$ cat config.mk
export PLATFORM = sky130hd
export DESIGN_NAME = fractional_event_clock_scheduler_top_flat
export DESIGN_NICKNAME = d
export VERILOG_FILES = /design/src/hw/rtl/fecs_pkg.sv /design/src/hw/rtl/fecs_ifs.sv /design/src/hw/rtl/fractional_event_clock_scheduler_top.sv /design/src/flat_wrapper.sv
export SDC_FILE = /design/constraint.sdc
export NUM_CORES = 1
export LEC_CHECK = 0
export ABC_CLOCK_PERIOD_IN_PS = 4700
export BUFFER_PORTS_ARGS = -buffer_cell sky130_fd_sc_hd__buf_2
export CORE_UTILIZATION = 42
export CTS_CLUSTER_DIAMETER = 60
export DETAILED_ROUTE_END_ITERATION = 10
export PLACE_DENSITY = 0.7
export SYNTH_ARGS = -nofsm -noshare
export SYNTH_HDL_FRONTEND = slang
export SYNTH_SLANG_ARGS = --single-unit
$ cat constraint.sdc
create_clock -name i_clk -period 4.7 [get_ports i_clk]
set_clock_uncertainty 0.1 [all_clocks]
set_input_delay 0.47 -clock i_clk [delete_from_list [all_inputs] [get_ports i_clk]]
set_output_delay 0.47 -clock i_clk [all_outputs]
set_load 0.005 [all_outputs]
$ cat src/hw/rtl/fecs_pkg.sv
// Package: shared constants and types for the fractional event clock scheduler.
`default_nettype none
package fecs_pkg;

    localparam int SLOT_COUNT = 16;
    localparam int FRAC_BITS  = 16;

    localparam int SLOT_W     = $clog2(SLOT_COUNT);
    localparam int SLOT_IDX_W = 4;
    localparam int CLK_W      = 16;
    localparam int ACC_W      = 32;
    localparam int PERIOD_W   = 31;
    localparam int TOTAL_W    = 64;
    localparam int CFG_IDX_W  = 8;
    localparam int CFG_DATA_W = 32;

    typedef enum logic [1:0] {
        CMD_PUSH          = 2'd0,
        CMD_POLL_SOUND    = 2'd1,
        CMD_POLL_SCANLINE = 2'd2,
        CMD_POLL_TIMER    = 2'd3
    } t_cmd;

    localparam logic [CFG_IDX_W-1:0] REG_SOUND_PERIOD    = CFG_IDX_W'(0);
    localparam logic [CFG_IDX_W-1:0] REG_SCANLINE_PERIOD = CFG_IDX_W'(1);
    localparam logic [CFG_IDX_W-1:0] REG_SLOT_PERIOD     = CFG_IDX_W'(2);
    localparam logic [CFG_IDX_W-1:0] REG_GAP_PERIOD      = CFG_IDX_W'(3);

    localparam logic [PERIOD_W-1:0] SOUND_PERIOD_RST    = PERIOD_W'(18575963);
    localparam logic [PERIOD_W-1:0] SCANLINE_PERIOD_RST = PERIOD_W'(51965000);
    localparam logic [PERIOD_W-1:0] SLOT_PERIOD_RST     = PERIOD_W'(131072);
    localparam logic [PERIOD_W-1:0] GAP_PERIOD_RST      = PERIOD_W'(2228224);

    localparam logic [SLOT_W-1:0] LAST_SLOT = SLOT_W'(SLOT_COUNT - 1);

    // signed accumulator reaches a non-negative period
    function automatic logic reached(input logic [ACC_W-1:0] acc,
                                     input logic [PERIOD_W-1:0] period);
        return !acc[ACC_W-1] && (acc[PERIOD_W-1:0] >= period);
    endfunction

endpackage
`default_nettype wire

$ cat src/hw/rtl/fecs_ifs.sv
// Interfaces: command item, result item and configuration write channels.
`default_nettype none
interface fecs_item_if import fecs_pkg::*; ();
    logic             valid;
    logic             ready;
    t_cmd             command;
    logic [CLK_W-1:0] clock_count;

    modport source(output valid, command, clock_count, input ready);
    modport sink(input valid, command, clock_count, output ready);
endinterface

interface fecs_res_if import fecs_pkg::*; ();
    logic                  valid;
    logic                  ready;
    logic                  event_fired;
    logic [SLOT_IDX_W-1:0] slot_index;
    logic [TOTAL_W-1:0]    cycle_total;

    modport source(output valid, event_fired, slot_index, cycle_total, input ready);
    modport sink(input valid, event_fired, slot_index, cycle_total, output ready);
endinterface

interface fecs_cfg_if import fecs_pkg::*; ();
    logic                  valid;
    logic                  ready;
    logic [CFG_IDX_W-1:0]  index;
    logic [CFG_DATA_W-1:0] data;

    modport source(output valid, index, data, input ready);
    modport sink(input valid, index, data, output ready);
endinterface
`default_nettype wire

$ cat src/hw/rtl/fractional_event_clock_scheduler_top.sv
// Top level: fractional event clock scheduler with three 16.16 phase accumulators.
`default_nettype none
// Takes one command item per cycle while results are taken, and returns one result
// item per command, registered in the cycle after acceptance. The whole item
// (64-bit cycle add, or one compare and subtract of an accumulator against its
// period) settles combinationally into the state and result registers, so
// sustained rate is one item per clock while o_res.ready holds. i_item.ready is
// high while the result register is empty or being taken in the same cycle.
// Period registers are written through i_cfg, which is always ready; writes to
// indexes beyond 3 are dropped and data is masked to 31 bits.
module fractional_event_clock_scheduler_top import fecs_pkg::*; (
    input  wire            i_clk,
    input  wire            i_rst_n,
    fecs_item_if.sink      i_item,
    fecs_res_if.source     o_res,
    fecs_cfg_if.sink       i_cfg
);

    logic [PERIOD_W-1:0]   r_sound_period;
    logic [PERIOD_W-1:0]   r_scanline_period;
    logic [PERIOD_W-1:0]   r_slot_period;
    logic [PERIOD_W-1:0]   r_gap_period;

    logic [TOTAL_W-1:0]    r_cycle;
    logic [ACC_W-1:0]      r_sound_acc;
    logic [ACC_W-1:0]      r_scan_acc;
    logic [ACC_W-1:0]      r_timer_acc;
    logic [SLOT_W-1:0]     r_slot;
    logic                  r_in_gap;

    logic                  r_out_valid;
    logic                  r_fired;
    logic [SLOT_IDX_W-1:0] r_slot_out;
    logic [TOTAL_W-1:0]    r_total;

    logic [TOTAL_W-1:0]    n_cycle;
    logic [ACC_W-1:0]      n_sound_acc;
    logic [ACC_W-1:0]      n_scan_acc;
    logic [ACC_W-1:0]      n_timer_acc;
    logic [SLOT_W-1:0]     n_slot;
    logic                  n_in_gap;
    logic                  n_fired;
    logic [SLOT_IDX_W-1:0] n_slot_out;

    logic                  accept;
    logic [ACC_W-1:0]      frac;
    logic [PERIOD_W-1:0]   timer_until;

    assign i_item.ready = !r_out_valid || o_res.ready;
    assign accept       = i_item.valid && i_item.ready;
    assign i_cfg.ready  = 1'b1;

    assign o_res.valid       = r_out_valid;
    assign o_res.event_fired = r_fired;
    assign o_res.slot_index  = r_slot_out;
    assign o_res.cycle_total = r_total;

    assign frac        = ACC_W'(i_item.clock_count) << FRAC_BITS;
    assign timer_until = r_in_gap ? r_gap_period : r_slot_period;

    always_comb begin
        n_cycle     = r_cycle;
        n_sound_acc = r_sound_acc;
        n_scan_acc  = r_scan_acc;
        n_timer_acc = r_timer_acc;
        n_slot      = r_slot;
        n_in_gap    = r_in_gap;
        n_fired     = 1'b0;
        n_slot_out  = '0;
        case (i_item.command)
            CMD_PUSH: begin
                n_cycle     = r_cycle + TOTAL_W'(i_item.clock_count);
                n_sound_acc = r_sound_acc + frac;
                n_scan_acc  = r_scan_acc + frac;
                n_timer_acc = r_timer_acc + frac;
            end
            CMD_POLL_SOUND: begin
                if (reached(r_sound_acc, r_sound_period)) begin
                    n_sound_acc = r_sound_acc - ACC_W'(r_sound_period);
                    n_fired     = 1'b1;
                end
            end
            CMD_POLL_SCANLINE: begin
                if (reached(r_scan_acc, r_scanline_period)) begin
                    n_scan_acc = r_scan_acc - ACC_W'(r_scanline_period);
                    n_fired    = 1'b1;
                end
            end
            CMD_POLL_TIMER: begin
                if (reached(r_timer_acc, timer_until)) begin
                    n_timer_acc = r_timer_acc - ACC_W'(timer_until);
                    n_fired     = 1'b1;
                    n_slot_out  = SLOT_IDX_W'(r_slot);
                    if (r_slot == LAST_SLOT) begin
                        n_slot   = '0;
                        n_in_gap = 1'b1;
                    end else begin
                        n_slot   = r_slot + SLOT_W'(1);
                        n_in_gap = 1'b0;
                    end
                end
            end
            default: begin
                n_fired = 1'b0;
            end
        endcase
    end

    always_ff @(posedge i_clk) begin
        if (!i_rst_n) begin
            r_sound_period    <= SOUND_PERIOD_RST;
            r_scanline_period <= SCANLINE_PERIOD_RST;
            r_slot_period     <= SLOT_PERIOD_RST;
            r_gap_period      <= GAP_PERIOD_RST;
        end else if (i_cfg.valid) begin
            case (i_cfg.index)
                REG_SOUND_PERIOD:    r_sound_period    <= i_cfg.data[PERIOD_W-1:0];
                REG_SCANLINE_PERIOD: r_scanline_period <= i_cfg.data[PERIOD_W-1:0];
                REG_SLOT_PERIOD:     r_slot_period     <= i_cfg.data[PERIOD_W-1:0];
                REG_GAP_PERIOD:      r_gap_period      <= i_cfg.data[PERIOD_W-1:0];
                default: begin
                end
            endcase
        end
    end

    always_ff @(posedge i_clk) begin
        if (!i_rst_n) begin
            r_cycle     <= '0;
            r_sound_acc <= '0;
            r_scan_acc  <= '0;
            r_timer_acc <= '0;
            r_slot      <= '0;
            r_in_gap    <= 1'b0;
            r_out_valid <= 1'b0;
        end else begin
            if (accept) begin
                r_cycle     <= n_cycle;
                r_sound_acc <= n_sound_acc;
                r_scan_acc  <= n_scan_acc;
                r_timer_acc <= n_timer_acc;
                r_slot      <= n_slot;
                r_in_gap    <= n_in_gap;
                r_out_valid <= 1'b1;
            end else if (o_res.ready) begin
                r_out_valid <= 1'b0;
            end
        end
    end

    always_ff @(posedge i_clk) begin
        if (accept) begin
            r_fired    <= n_fired;
            r_slot_out <= n_slot_out;
            r_total    <= n_cycle;
        end
    end

`ifndef SYNTHESIS
    a_gap_at_slot0: assert property (@(posedge i_clk) disable iff (!i_rst_n)
        r_in_gap |-> (r_slot == '0))
        else $error("gap period active away from slot 0");

    a_slot_range: assert property (@(posedge i_clk) disable iff (!i_rst_n)
        r_slot <= LAST_SLOT)
        else $error("slot counter out of range");

    a_slot_only_on_fire: assert property (@(posedge i_clk) disable iff (!i_rst_n)
        r_out_valid |-> (r_fired || (r_slot_out == '0)))
        else $error("slot index reported without a fire");

    a_push_total: assert property (@(posedge i_clk) disable iff (!i_rst_n)
        (accept && (i_item.command == CMD_PUSH)) |=>
            (r_total == $past(r_cycle) + TOTAL_W'($past(i_item.clock_count))))
        else $error("cycle total not advanced by pushed count");
`endif

endmodule
`default_nettype wire

$ cat src/flat_wrapper.sv
// flat-port wrapper written by rule: the top's interface ports become plain ports
module fractional_event_clock_scheduler_top_flat import fecs_pkg::*;
  (i_clk, i_rst_n, i_item_valid, i_item_command, i_item_clock_count, i_item_ready, o_res_valid, o_res_event_fired, o_res_slot_index, o_res_cycle_total, o_res_ready, i_cfg_valid, i_cfg_index, i_cfg_data, i_cfg_ready);
  fecs_item_if i_item_i ();
  fecs_res_if o_res_i ();
  fecs_cfg_if i_cfg_i ();
  input  wire i_clk;
  input  wire i_rst_n;
  input wire logic [$bits(i_item_i.valid)-1:0] i_item_valid;
  input wire logic [$bits(i_item_i.command)-1:0] i_item_command;
  input wire logic [$bits(i_item_i.clock_count)-1:0] i_item_clock_count;
  output wire logic [$bits(i_item_i.ready)-1:0] i_item_ready;
  output wire logic [$bits(o_res_i.valid)-1:0] o_res_valid;
  output wire logic [$bits(o_res_i.event_fired)-1:0] o_res_event_fired;
  output wire logic [$bits(o_res_i.slot_index)-1:0] o_res_slot_index;
  output wire logic [$bits(o_res_i.cycle_total)-1:0] o_res_cycle_total;
  input wire logic [$bits(o_res_i.ready)-1:0] o_res_ready;
  input wire logic [$bits(i_cfg_i.valid)-1:0] i_cfg_valid;
  input wire logic [$bits(i_cfg_i.index)-1:0] i_cfg_index;
  input wire logic [$bits(i_cfg_i.data)-1:0] i_cfg_data;
  output wire logic [$bits(i_cfg_i.ready)-1:0] i_cfg_ready;
  assign i_item_i.valid = i_item_valid;
  assign i_item_i.command = i_item_command;
  assign i_item_i.clock_count = i_item_clock_count;
  assign i_item_ready = i_item_i.ready;
  assign o_res_valid = o_res_i.valid;
  assign o_res_event_fired = o_res_i.event_fired;
  assign o_res_slot_index = o_res_i.slot_index;
  assign o_res_cycle_total = o_res_i.cycle_total;
  assign o_res_i.ready = o_res_ready;
  assign i_cfg_i.valid = i_cfg_valid;
  assign i_cfg_i.index = i_cfg_index;
  assign i_cfg_i.data = i_cfg_data;
  assign i_cfg_ready = i_cfg_i.ready;
  fractional_event_clock_scheduler_top u_core (.i_clk(i_clk), .i_rst_n(i_rst_n), .i_item(i_item_i), .o_res(o_res_i), .i_cfg(i_cfg_i));
endmodule
== Word-level counts from Yosys, hierarchy flattened ==
Cells that the tools add are included.
Widths: inputs -> output; s select.
Cells by class
  add/sub/neg operators: 8
  shifts and indexed selects: 0
  muxes and demuxes: 16
  $lt $le $gt $ge: 3
  equality and inequality tests: 10
  divide/modulo/power cells: 0
  bitwise logic cells: 0
  multiply operators: 0
  reduce and logical (&&, ||, !) cells: 24
Operators with widths (count)
  $pmux 32 s2: 3
  $add 32x32->32: 3
  $mux 32: 3
  $sub 32x31->32: 3
  $ge 31x31->1: 3
  $add 64x16->64: 1
  $mux 64: 1
  $mux 31: 1
  $eq 8x2->1 const B: 2
  $reduce_and 3->1: 4
  $reduce_and 2->1: 5
  $eq 8x1->1 const B: 1
  $logic_not 8->1: 1
  $reduce_bool 2->1: 4
  $mux 1: 6
  $ne 2x1->1 const B: 3
  $add 4x1->4 const B: 1
  $eq 2x2->1 const B: 2
  $eq 4x4->1 const B: 1
  $logic_and 1x1->1: 4
  $logic_not 1->1: 4
  $mux 4: 1
  $pmux 1 s3: 1
  $eq 2x1->1 const B: 1
  2 further kinds: 2
Word-level totals
  memory bits (read-only): 0
  RAM bits: 0
  latch bits: 0
  register bits after elaboration: 359
  memories: 0
  input port bits: 63

== Depth between registers and ports, before layout ==
Gate-level depths: netlist of run 1.
  word-level depth: 5
  depth in mapped cells: 15
  mapped depth without buffers: 13

== Worst setup path before layout of run 1 ==
OpenSTA, ideal clock, no wires.
  path type: input port to flip-flop
  start: input port o_res_ready
  end: register u_core.r_scan_acc[23]
  arrival time: 3.637 ns
  required time: 4.452 ns
  path buffers: 2
  library setup time: 0.148 ns
  stages on the path: 8
  setup slack: 0.815 ns
  path through: nand2b_1 > nand2_1 > clkinv_1 > clkbuf_1 > nand2_1 > nand2_1 > clkbuf_1 > a211oi_1
On the way
  longest elaborated chain between the ends: 3
Ends and longest elaborated chain
  start: declaration: line flat_wrapper.sv:17  | input wire logic [$bits(o_res_i.ready)-1:0] o_res_ready;
  $logic_or 1x1->1: line fractional_event_clock_scheduler_top.sv:49  | assign i_item.ready = !r_out_valid || o_res.ready;
  $logic_and 1x1->1: line fractional_event_clock_scheduler_top.sv:50  | assign accept = i_item.valid && i_item.ready;
  named net u_core.accept: line fractional_event_clock_scheduler_top.sv:45  | logic accept;
  $reduce_and 3->1 (no source line)
  end signal: assignment: line fractional_event_clock_scheduler_top.sv:140  | r_scan_acc <= n_scan_acc;
  end: declaration: line fractional_event_clock_scheduler_top.sv:26  | logic [ACC_W-1:0] r_scan_acc;
The timed path passes the listed nets, and every way through them passes these cells.
A chain may end at the register's enable or synchronous reset.

== Final worst setup path of run 1 ==
  start: register u_core.r_in_gap
  end: register u_core.r_timer_acc[30]
On the way
  longest elaborated chain between the ends: 5
Ends and longest elaborated chain
  start: declaration: line fractional_event_clock_scheduler_top.sv:29  | logic r_in_gap;
  start signal: assignment: line fractional_event_clock_scheduler_top.sv:143  | r_in_gap <= n_in_gap;
  $mux 31 (*): line fractional_event_clock_scheduler_top.sv:59  | assign timer_until = r_in_gap ? r_gap_period : r_slot_period;
  $ge 31x31->1: line fecs_pkg.sv:39  | return !acc[ACC_W-1] && (acc[PERIOD_W-1:0] >= period);
  $logic_and 1x1->1: line fecs_pkg.sv:39
  $ne 2x1->1 (no source line)
  $reduce_and 3->1 (no source line)
  end signal: assignment: line fractional_event_clock_scheduler_top.sv:141  | r_timer_acc <= n_timer_acc;
  end: declaration: line fractional_event_clock_scheduler_top.sv:27  | logic [ACC_W-1:0] r_timer_acc;
Every way passes the cells marked *; elsewhere a longest branch is shown, timed or not. The select of a mux whose other input is x is not followed.

==> flow_summary.json, run 1 <==
{
  "r2r-end": "u_core.r_timer_acc[30]",
  "drc": 0,
  "start_util_pct": 42.9,
  "ys_seq_area_share_pct": 34.7,
  "cts_made_buffers": 43,
  "wl_per_cell_um": 17.7,
  "p_seq_share_pct": 40.0,
  "grt_overflow_total": 0,
  "yosysWarnings": 0,
  "critPathKind": "reg2reg",
  "rows": 84,
  "cts_max_level": 2,
  "antenna_left": 0,
  "power_density_mw_per_mm2": 323,
  "period_needed_ns": 4.08,
  "netSwitchingFraction_pct": 28.5,
  "hp-class": "in2reg",
  "synthAdderAreaFrac_pct": 9.42,
  "synth_area_leader_cell": "dfxtp_1",
  "grt_pass1_vias": 18900,
  "synth_top_family_by_area": "simple AND/OR/NAND/NOR gates",
  "netlist.area_leader.share_pct": 25.5,
  "viasPerCell": 5.69,
  "crit_path_end_kind": "flop",
  "grt_pass1_wl_um": 99600,
  "synth_edf_count": 69,
  "gr-usage-all-layers_pct": 22.2,
  "die_h_um": 235,
  "cts_tree": "built",
  "run_status": "finished clean",
  "hold_viol": 0,
  "synthCells": 2756,
  "cp-start-kind": "flop",
  "clock_latency_ns": 0.58,
  "antenna_found_initial": 18,
  "worst-r2r-setup-slack_ns": 0.62,
  "async_flop_share_pct": 0,
  "p_int_uw": 5890,
  "io_buffers": 132,
  "irDropWorstVdd_v": 0.000284,
  "fin_tns_setup_ns": 0,
  "syn_area_mm2": 0.0227,
  "synthSimpleGateAreaFrac_pct": 20.5,
  "place_area_mm2": 0.0240,
  "synth_compound_area_share_pct": 19.4,
  "ios": 135,
  "nets": 3061,
  "place_congestion": 0.958,
  "rr_startpoint": "u_core.r_in_gap",
  "rsz0062_at_grt": "false",
  "dp.final_hpwl_um": 46400,
  "comb_power_share_pct": 17.8,
  "firstDrtPassIters": 6,
  "p_leak_uw": 0.0105,
  "whs_path_depth": 3,
  "p_sw_uw": 2350,
  "numClockSinks": 359,
  "rr_worst_depth": 13,
  "cts.reportedPaths.clkPinSlew_ns": 0.06,
  "worstMarginPinSlew_ns": 0.941,
  "post_cts_buffers": 0,
  "grt_start_max_net_pins": 147,
  "cp-startpoint": "u_core.r_in_gap",
  "arrival_ns": 4.47,
  "syn_nets": 2986,
  "slew_headroom_pct": 37.3,
  "cts_buffer_depth": 3,
  "final_layout_size_suffix_gt1_share_pct": 10.5,
  "avgSynthCellArea_um2": 8.25,
  "yosys-top-cells-area": "dfxtp_1, edfxtp_1, ha_1",
  "totalPowerFinal_uw": 8240,
  "crit_chain": "mux2_2 > ha_1 > inv_1 > fa_1 > a21o_1 > a31oi_1 > o211ai_1 > a2111oi_2 > nor4_1 > o311ai_0 > and3_1 > o21ai_0 > a21oi_1",
  "hold_end": "u_core.o_res.valid",
  "clockRootBuffer": "clkbuf_16",
  "clock.fmax_mhz": 245,
  "max_stage_delay_ns": 0.68,
  "hold_buffers": 0,
  "worstPathRequired_ns": 5.09,
  "period_share_pct": 86.8,
  "synth_xor_area_share_pct": 7.59,
  "hp-start": "i_item_valid",
  "ys_types": 87,
  "die_w_um": 235,
  "maxCapViolations": 0,
  "synth_seq_cells": 359,
  "ctsResizeCount": 0,
  "synth.mux.area_fraction_pct": 4.01,
  "die_area_mm2": 0.0551,
  "slowest_stage": "o311ai_0",
  "core-area_mm2": 0.0530,
  "totalWireLength_um": 63000,
  "drt_iter0_drc": 1469,
  "setup_viol": 0,
  "num_vias": 20300,
  "gr-max-usage-layer": "met2",
  "crit_fanout": 12,
  "fin_area_mm2": 0.0255,
  "use_met2_pct": 36.9,
  "synth-main-ff-cell": "dfxtp_1",
  "grt_use_met3_pct": 4.97,
  "grt_use_met1_pct": 27.7,
  "p_clk_share_pct": 42.2,
  "area_growth_pct": 12.1,
  "final_max_slew_viol_count": 0
}
-- layout by cell type (no fill, tap or decap), types with 83 or more instances in the layout --
| cell type | Yosys | routed |
|---|---|---|
| nand3_1 | 83 | 83 |
| o21ai_0 | 88 | 88 |
| ha_1 | 160 | 160 |
| buf_2 | 10 | 132 |
| xor2_1 | 83 | 83 |
| a21oi_1 | 297 | 297 |
| xnor2_1 | 114 | 114 |
| nor2_1 | 225 | 224 |
| nand2_1 | 362 | 362 |
| dfxtp_1 | 290 | 289 |
| inv_1 | 119 | 118 |
-- layer usage --
layer | routed length, µm | up-vias
met5 | 137 | -
met4 | 2320 | 24
met3 | 4300 | 137
met2 | 29200 | 563
met1 | 27100 | 9531
li1 | - | 10000
-- logic make-up after synthesis --
kind of cell               after synthesis
other                                    1
xor gates and xnor gates               197
adders and majority gates              167
and+or+nand+nor                        997
DFF                                    359
AOI/OAI and AO/OA                      693
buffers and inverters                  253
muxes                                   89
-- worst max-delay path by stage --
stage                             endpoint  slack, ns  depth (start not counted)
floorplan            u_core.r_scan_acc[23]       0.82                          8
global placement    u_core.r_timer_acc[30]       0.76                         13
detailed placement  u_core.r_timer_acc[30]       0.74                         13
CTS                 u_core.r_timer_acc[30]       0.67                         13
global route        u_core.r_timer_acc[30]       0.37                         13
finish              u_core.r_timer_acc[30]       0.62                         13
-- worst max-delay path, delay by kind of cell (launching register included) --
kind	cells	cell delay, ns
adder cells (fa/ha/maj)	2	0.56
multiplexers	1	0.24
AND/OR/NAND/NOR	2	0.37
buffers and inverters	1	0.05
AO/OA/AOI/OAI	7	2.11
flip-flops	1	0.58
-- metrics by stage --
step | std cells | hold WS, ns | util [%] | setup slack [ns]
floorplan | 2756 | 0.333 | - | 0.815
global placement | 3474 | 0.343 | 45.3 | 0.763
detailed placement | 3474 | 0.346 | 45.3 | 0.745
CTS | 3551 | 0.0202 | 48.1 | 0.673
global route | 3555 | 0.0392 | 48.1 | 0.365
finish | 3558 | 0.0494 | 48.1 | 0.619
-- cells in the mapped netlist, drive strengths merged (6+ instances only) --
library cell,n
o211ai,39
nand3,83
buf,24
fa,7
nor4,9
a41oi,6
or2,12
edfxtp,69
nand2,362
inv,119
nor3b,10
xnor2,114
a31o,7
nand2b,40
a21oi,299
mux2,17
or3,27
clkbuf,109
nor3,74
o21ai,94
dfxtp,290
o21a,25
a211oi,42
and3,42
o21bai,17
nor2b,14
and2,20
ha,160
xor2,83
mux2i,72
or4,9
nand4,47
nor2,226
nand3b,10
a21o,55
a31oi,21
o31ai,22
-- cell type report --
cell class | count | area [µm²]
Sequential cell | 359 | 7880
Timing Repair Buffer | 163 | 918
Tap cell | 688 | 861
Multi-Input combinational cell | 2144 | 13900
Clock inverter | 21 | 294
Clock buffer | 56 | 1190
Inverter | 120 | 457
Antenna cell | 7 | 17.5
Fill cell | 5074 | 27500
-- power groups by stage --
stage / combinational (µW) / sequential [µW] / clock, µW
after floorplan: 1070 / 3350 / 0
after global placement: 1400 / 3360 / 0
after detailed placement: 1440 / 3360 / 0
after CTS: 1450 / 3300 / 3540
after global routing: 1620 / 3300 / 3660
final: 1470 / 3300 / 3470
-- state kept, by name, indices dropped and copies added (netlist names) --
name and flops:
u_core.r_gap_period 31, u_core.o_res.event_fired 1, u_core.r_in_gap 1, u_core.r_slot_period 31
u_core.o_res.cycle_total 64, u_core.r_sound_period 31, u_core.r_sound_acc 32, u_core.r_scanline_period 31
u_core.o_res.slot_index 4, u_core.o_res.valid 1, u_core.r_slot 4, u_core.r_timer_acc 32
u_core.r_cycle 64, u_core.r_scan_acc 32
(Power assumes the default switching activity.)
==> run 2: changes to the inputs <==
--- a/config.mk
+++ b/config.mk
@@ -7,6 +7,7 @@
 export LEC_CHECK = 0
 export ABC_CLOCK_PERIOD_IN_PS = 4700
 export BUFFER_PORTS_ARGS = -buffer_cell sky130_fd_sc_hd__buf_2
+export CORE_MARGIN = 3
 export CORE_UTILIZATION = 42
 export CTS_CLUSTER_DIAMETER = 60
 export DETAILED_ROUTE_END_ITERATION = 10
==> run 2 against run 1 <==
  * Design area increased by 0.12%
  * Total power increased by 1.4%
  * Sequential power about the same
  * Hold slack got worse by 0.011 ns
  * Critical endpoint unchanged
  * Sequential share of layout area about the same
  * Die area increased by 3.4%
  * Critical path depth unchanged
  * Utilization about the same
==> flow_summary.json, run 2 (synthesized netlist as in run 1, its figures left out) <==
{
  "hold_buffers": 0,
  "worst_slack_ns": 0.582,
  "r2r-end": "u_core.r_timer_acc[30]",
  "clock_latency_ns": 0.57,
  "fillers": 5083,
  "cts_buffer_depth": 3,
  "firstDrtPassIters": 5,
  "cp-startpoint": "u_core.r_in_gap",
  "fin_tns_setup_ns": 0,
  "final_max_slew_viol_count": 0,
  "worst-r2r-setup-slack_ns": 0.58,
  "clock.fmax_mhz": 243,
  "drt_iter0_drc": 1512,
  "hold_viol": 0,
  "io_buffers": 132,
  "worstMarginPinSlew_ns": 1.10,
  "p_leak_uw": 0.0105,
  "rr_worst_depth": 13,
  "drc": 0,
  "num_vias": 20300,
  "area_growth_pct": 12.3,
  "start_util_pct": 42.8,
  "rsz0062_at_grt": "false",
  "totalPowerFinal_uw": 8360,
  "dpl.cell_count": 3473,
  "whs_path_depth": 3,
  "hp-class": "in2reg",
  "period_share_pct": 87.6,
  "cts_max_level": 2,
  "gr-usage-all-layers_pct": 22.2,
  "final_layout_size_suffix_gt1_share_pct": 10.6,
  "ios": 135,
  "viasPerCell": 5.70,
  "final_cell_mix": "nand2_1, a21oi_1, dfxtp_1, nor2_1, ha_1",
  "post_cts_buffers": 0,
  "arrival_ns": 4.47,
  "nets": 3061,
  "worstPathRequired_ns": 5.05,
  "pre_cts_ws_ns": 0.654,
  "slew_headroom_pct": 26.7,
  "core-area_mm2": 0.0531,
  "run_status": "finished clean",
  "crit_path_end_kind": "flop",
  "dp.final_hpwl_um": 47500,
  "antenna_found_initial": 12,
  "antenna_left": 0,
  "setup_viol": 0,
  "cts_tree": "built",
  "wl_per_cell_um": 18.2,
  "totalWireLength_um": 64900,
  "ctsResizeCount": 0,
  "instances_no_fill": 3563,
  "grt_overflow_total": 0,
  "clockRootBuffer": "clkbuf_16",
  "place_congestion": 0.942,
  "cts.reportedPaths.clkPinSlew_ns": 0.06,
  "crit_fanout": 14,
  "irDropWorstVdd_v": 0.000265,
  "critPathKind": "reg2reg",
  "maxCapViolations": 0,
  "numClockSinks": 359,
  "power_density_mw_per_mm2": 327,
  "cp-start-kind": "flop",
  "die_w_um": 239,
  "cts_made_buffers": 44,
  "grt_start_max_net_pins": 124,
  "grt_pass1_vias": 19400,
  "die_area_mm2": 0.0570,
  "layout_commonest_cell": "nand2_1",
  "rr_startpoint": "u_core.r_in_gap",
  "die_h_um": 239,
  "rows": 84,
  "hold_end": "u_core.o_res.valid",
  "hp-start": "i_item_valid",
  "grt_pass1_wl_um": 103000,
  "period_needed_ns": 4.12
}
==> run 2: cell count changes in the layout (fill, tap and decap cells not counted), moves of 2 or more <==
cell and change:
clkinvlp_4 -4, inv_6 +4, clkinv_2 +3, buf_12 -2
clkinv_8 -2, clkbuf_16 +3, diode_2 +2
==> run 2: critical path, cell delays in order, from the launching register on <==
cell and delay [ns]:
dfxtp_2 0.62, mux2_2 0.25, ha_1 0.16, inv_1 0.06, fa_1 0.39, a21o_1 0.22
a31oi_1 0.27, o211ai_1 0.21, a2111oi_2 0.50, nor4_1 0.14, o311ai_0 0.65, a21oi_1 0.15
o21ai_0 0.19, a21oi_1 0.08
==> run 2: how the worst max path moves through the flow <==
stage                                   endpoint  cells after the start
after global placement     u_core.r_timer_acc[0]                     12
after global routing      u_core.r_timer_acc[30]                     13
final                     u_core.r_timer_acc[30]                     13
after CTS                  u_core.r_timer_acc[0]                     12
after floorplan            u_core.r_scan_acc[23]                      8
after detailed placement   u_core.r_timer_acc[0]                     12
==> run 2: cell type report <==
type | instances | area, µm² | share of cell area, %
multi-input combinational | 2144 | 13900 | 54.4
sequential | 359 | 7880 | 30.9
clock buffer | 57 | 1240 | 4.87
timing repair buffer | 162 | 886 | 3.47
tap | 688 | 861 | 3.37
inverter | 120 | 457 | 1.79
clock inverter | 24 | 294 | 1.15
antenna | 9 | 22.5 | 0.0882
==> run 2: metal layers <==
metal  GRT usage [%]  up-vias  wire length [µm]
met5               0        -                64
met4            9.18       10              2720
met3            4.68      159              4650
met2            36.8      628             29700
met1            28.2     9539             27800
li1                -     9983                 -
==> run 2: stage by stage <==
step / utilization (%) / hold slack (ns) / cell area, µm²
after detailed placement: 45.1 / 0.346 / 24000
after CTS: 48.0 / 0.0123 / 25500
after floorplan: - / 0.333 / 22700
after global placement: 45.1 / 0.343 / 24000
after global routing: 48.0 / 0.0678 / 25500
final: 48.1 / 0.0383 / 25500
==> run 2: power by group <==
part           leakage (µW)  switching [µW]  internal (µW)
sequential          0.00303            64.3           3230
combinational       0.00673             895            581
clock              0.000745            1420           2170
==> run 3: changes to the inputs <==
--- a/config.mk
+++ b/config.mk
@@ -5,13 +5,15 @@
 export SDC_FILE = /design/constraint.sdc
 export NUM_CORES = 1
 export LEC_CHECK = 0
+export ABC_AREA = 1
 export ABC_CLOCK_PERIOD_IN_PS = 4700
 export BUFFER_PORTS_ARGS = -buffer_cell sky130_fd_sc_hd__buf_2
 export CORE_MARGIN = 3
 export CORE_UTILIZATION = 42
 export CTS_CLUSTER_DIAMETER = 60
 export DETAILED_ROUTE_END_ITERATION = 10
-export PLACE_DENSITY = 0.7
+export GPL_ROUTABILITY_DRIVEN = 0
+export PLACE_DENSITY = 0.69
 export SYNTH_ARGS = -nofsm -noshare
 export SYNTH_HDL_FRONTEND = slang
 export SYNTH_SLANG_ARGS = --single-unit
==> run 3 against run 2 <==
  * Utilization shrank 1.0 points
  * Final cell count is 49% higher
  * Sequential share of layout area down 4.4 points
  * Via count increased by 34%
  * Clock power is 3% lower
  * Critical path type unchanged
  * Largest power group unchanged
==> flow_summary.json, run 3 <==
{
  "run_status": "finished clean",
  "final_max_slew_viol_count": 0,
  "synth_common_cells": "nand2_1, inv_1, nor2_1, a21oi_1, nand3_1",
  "cts_made_buffers": 43,
  "grt_start_max_net_pins": 127,
  "drc": 0,
  "arrival_ns": 3.99,
  "cts_max_level": 2,
  "critPathKind": "reg2reg",
  "crit_path_frequent_cell": "nand2_1",
  "wl_per_cell_um": 15.6,
  "p_seq_share_pct": 37.1,
  "p_clk_share_pct": 37.4,
  "rsz0062_at_grt": "false",
  "rows": 92,
  "worstMarginPinSlew_ns": 1.02,
  "viasPerCell": 5.14,
  "area_growth_pct": 10.5,
  "cts.reportedPaths.clkPinSlew_ns": 0.06,
  "synth_seq_cells": 359,
  "synth-main-ff-cell": "dfxtp_1",
  "synth_area_leader_cell": "dfxtp_1",
  "grt_pass1_wl_um": 128000,
  "final_cell_mix": "nand2_1, inv_1, nor2_1, a21oi_1, nand3_1",
  "start_util_pct": 42.6,
  "ys_seq_area_share_pct": 29.2,
  "async_flop_share_pct": 0,
  "period_needed_ns": 3.66,
  "worst_slack_ns": 1.04,
  "firstDrtPassIters": 5,
  "power_density_mw_per_mm2": 311,
  "clock_latency_ns": 0.58,
  "ios": 135,
  "crit_chain": "buf_4 > mux2i_1 > ha_1 > nand2_1 > nor2_2 > nand2_1 > nor2_2 > nand4_2 > nand3_4 > nand3_4 > nand2_1 > inv_1 > nor2_1 > nor2_1",
  "final_layout_size_suffix_gt1_share_pct": 7.05,
  "fin_tns_setup_ns": 0,
  "cts_tree": "built",
  "die_area_mm2": 0.0673,
  "slowest_stage": "buf_4",
  "cp-start-kind": "flop",
  "slew_headroom_pct": 31.8,
  "antenna_left": 0,
  "synthMostInstantiatedCell": "nand2_1",
  "maxCapViolations": 0,
  "period_share_pct": 77.9,
  "antenna_cells": 0,
  "numClockSinks": 359,
  "hold_buffers": 0,
  "antenna_found_initial": 1,
  "max_stage_delay_ns": 0.53,
  "netSwitchingFraction_pct": 33.6,
  "die_h_um": 259,
  "avgSynthCellArea_um2": 6.19,
  "hp-class": "in2reg",
  "p_int_uw": 6140,
  "io_buffers": 132,
  "grt_pass1_vias": 23700,
  "nets": 4666,
  "pre_cts_ws_ns": 1.19,
  "clock.fmax_mhz": 273,
  "gr-usage-all-layers_pct": 23.8,
  "worstPathRequired_ns": 5.03,
  "num_vias": 27300,
  "comb_power_share_pct": 25.5,
  "grt_overflow_total": 0,
  "fin_util_pct": 47.0,
  "yosys-top-cells-area": "dfxtp_1, nand2_1, inv_1",
  "syn_area_mm2": 0.0270,
  "setup_viol": 0,
  "ctsResizeCount": 0,
  "dp.final_hpwl_um": 63500,
  "post_cts_buffers": 0,
  "p_leak_uw": 0.0159,
  "crit_fanout": 32,
  "synth_edf_count": 69,
  "irDropWorstVdd_v": 0.000218,
  "layout_commonest_cell": "nand2_1",
  "ys_types": 49,
  "totalWireLength_um": 83100,
  "core-area_mm2": 0.0633,
  "drt_iter0_drc": 2616,
  "synthCells": 4356,
  "hold_viol": 0,
  "netlist.area_leader.share_pct": 21.5,
  "syn_nets": 4586,
  "yosysWarnings": 0,
  "die_w_um": 259,
  "crit_path_end_kind": "flop",
  "cts_buffer_depth": 3,
  "clockRootBuffer": "clkbuf_16",
  "p_sw_uw": 3110
}
-- run 3: power groups by stage --
stage                     clock (µW)  sequential (µW)  combinational (µW)
after floorplan                    0             3460                1700
after global placement             0             3490                2260
after detailed placement           0             3490                2290
after CTS                       3520             3430                2310
after global routing            3630             3440                2660
final                           3460             3430                2360
-- run 3: final cells by class --
cell class | instances | area (µm²)
Sequential cell | 359 | 7880
Multi-Input combinational cell | 3114 | 15700
Tap cell | 846 | 1060
Clock buffer | 58 | 1190
Inverter | 769 | 2900
Timing Repair Buffer | 149 | 807
Fill cell | 6675 | 33500
Clock inverter | 20 | 272
-- run 3: worst paths after layout --
check             cells past startpoint  slack [ns]                           end                         from
setup / recovery                     14        1.04        u_core.r_timer_acc[28]              u_core.r_in_gap
hold / removal                        3        0.12  u_core.r_scanline_period[10]               i_cfg_data[10]
setup reg to reg                     14        1.04        u_core.r_timer_acc[28]              u_core.r_in_gap
hold reg to reg                       2        0.36   u_core.r_scanline_period[9]  u_core.r_scanline_period[9]
-- run 3: routing by layer --
layer  track usage (%)  routed length, µm  share of wire [%]  up-vias
li1                  -                  -                  -    13900
met1              35.3              39400                 47    12200
met2              34.6              33700                 41     1004
met3              3.81               6880                8.3      142
met4              8.56               3090                3.7        0
met5                 0                  0                  0        -
-- run 3: kinds of logic (layout without fill, tap and decap cells) --
| family | Yosys count | in the layout | synth area share [%] |
|---|---|---|---|
| adder cells (fa/ha/maj) | 167 | 167 | 7.94 |
| buffers and inverters | 883 | 996 | 12.7 |
| multiplexers | 31 | 31 | 1.16 |
| other | 1 | 1 | 0.0139 |
| XOR/XNOR | 57 | 57 | 1.85 |
| flip-flops | 359 | 359 | 29.2 |
| AND/OR/NAND/NOR | 2259 | 2259 | 35.2 |
| AO/OA/AOI/OAI | 599 | 599 | 12.0 |
-- run 3: through the flow --
stage	hold WS [ns]	instance area, µm²	cells	total power, µW
final	0.118	29800	5315	9250
after global routing	0.120	29800	5315	9730
after floorplan	0.333	27000	4356	5150
after global placement	0.346	28300	5237	5760
after detailed placement	0.353	28300	5237	5780
after CTS	0.0855	29800	5315	9250
-- run 3: worst max-delay path: cells and delay by family (launching register included) --
family	cells	cell delay, ns
AND/OR/NAND/NOR	10	1.60
buffers and inverters	2	0.69
multiplexers	1	0.49
flip-flops	1	0.31
adder cells (fa/ha/maj)	1	0.28
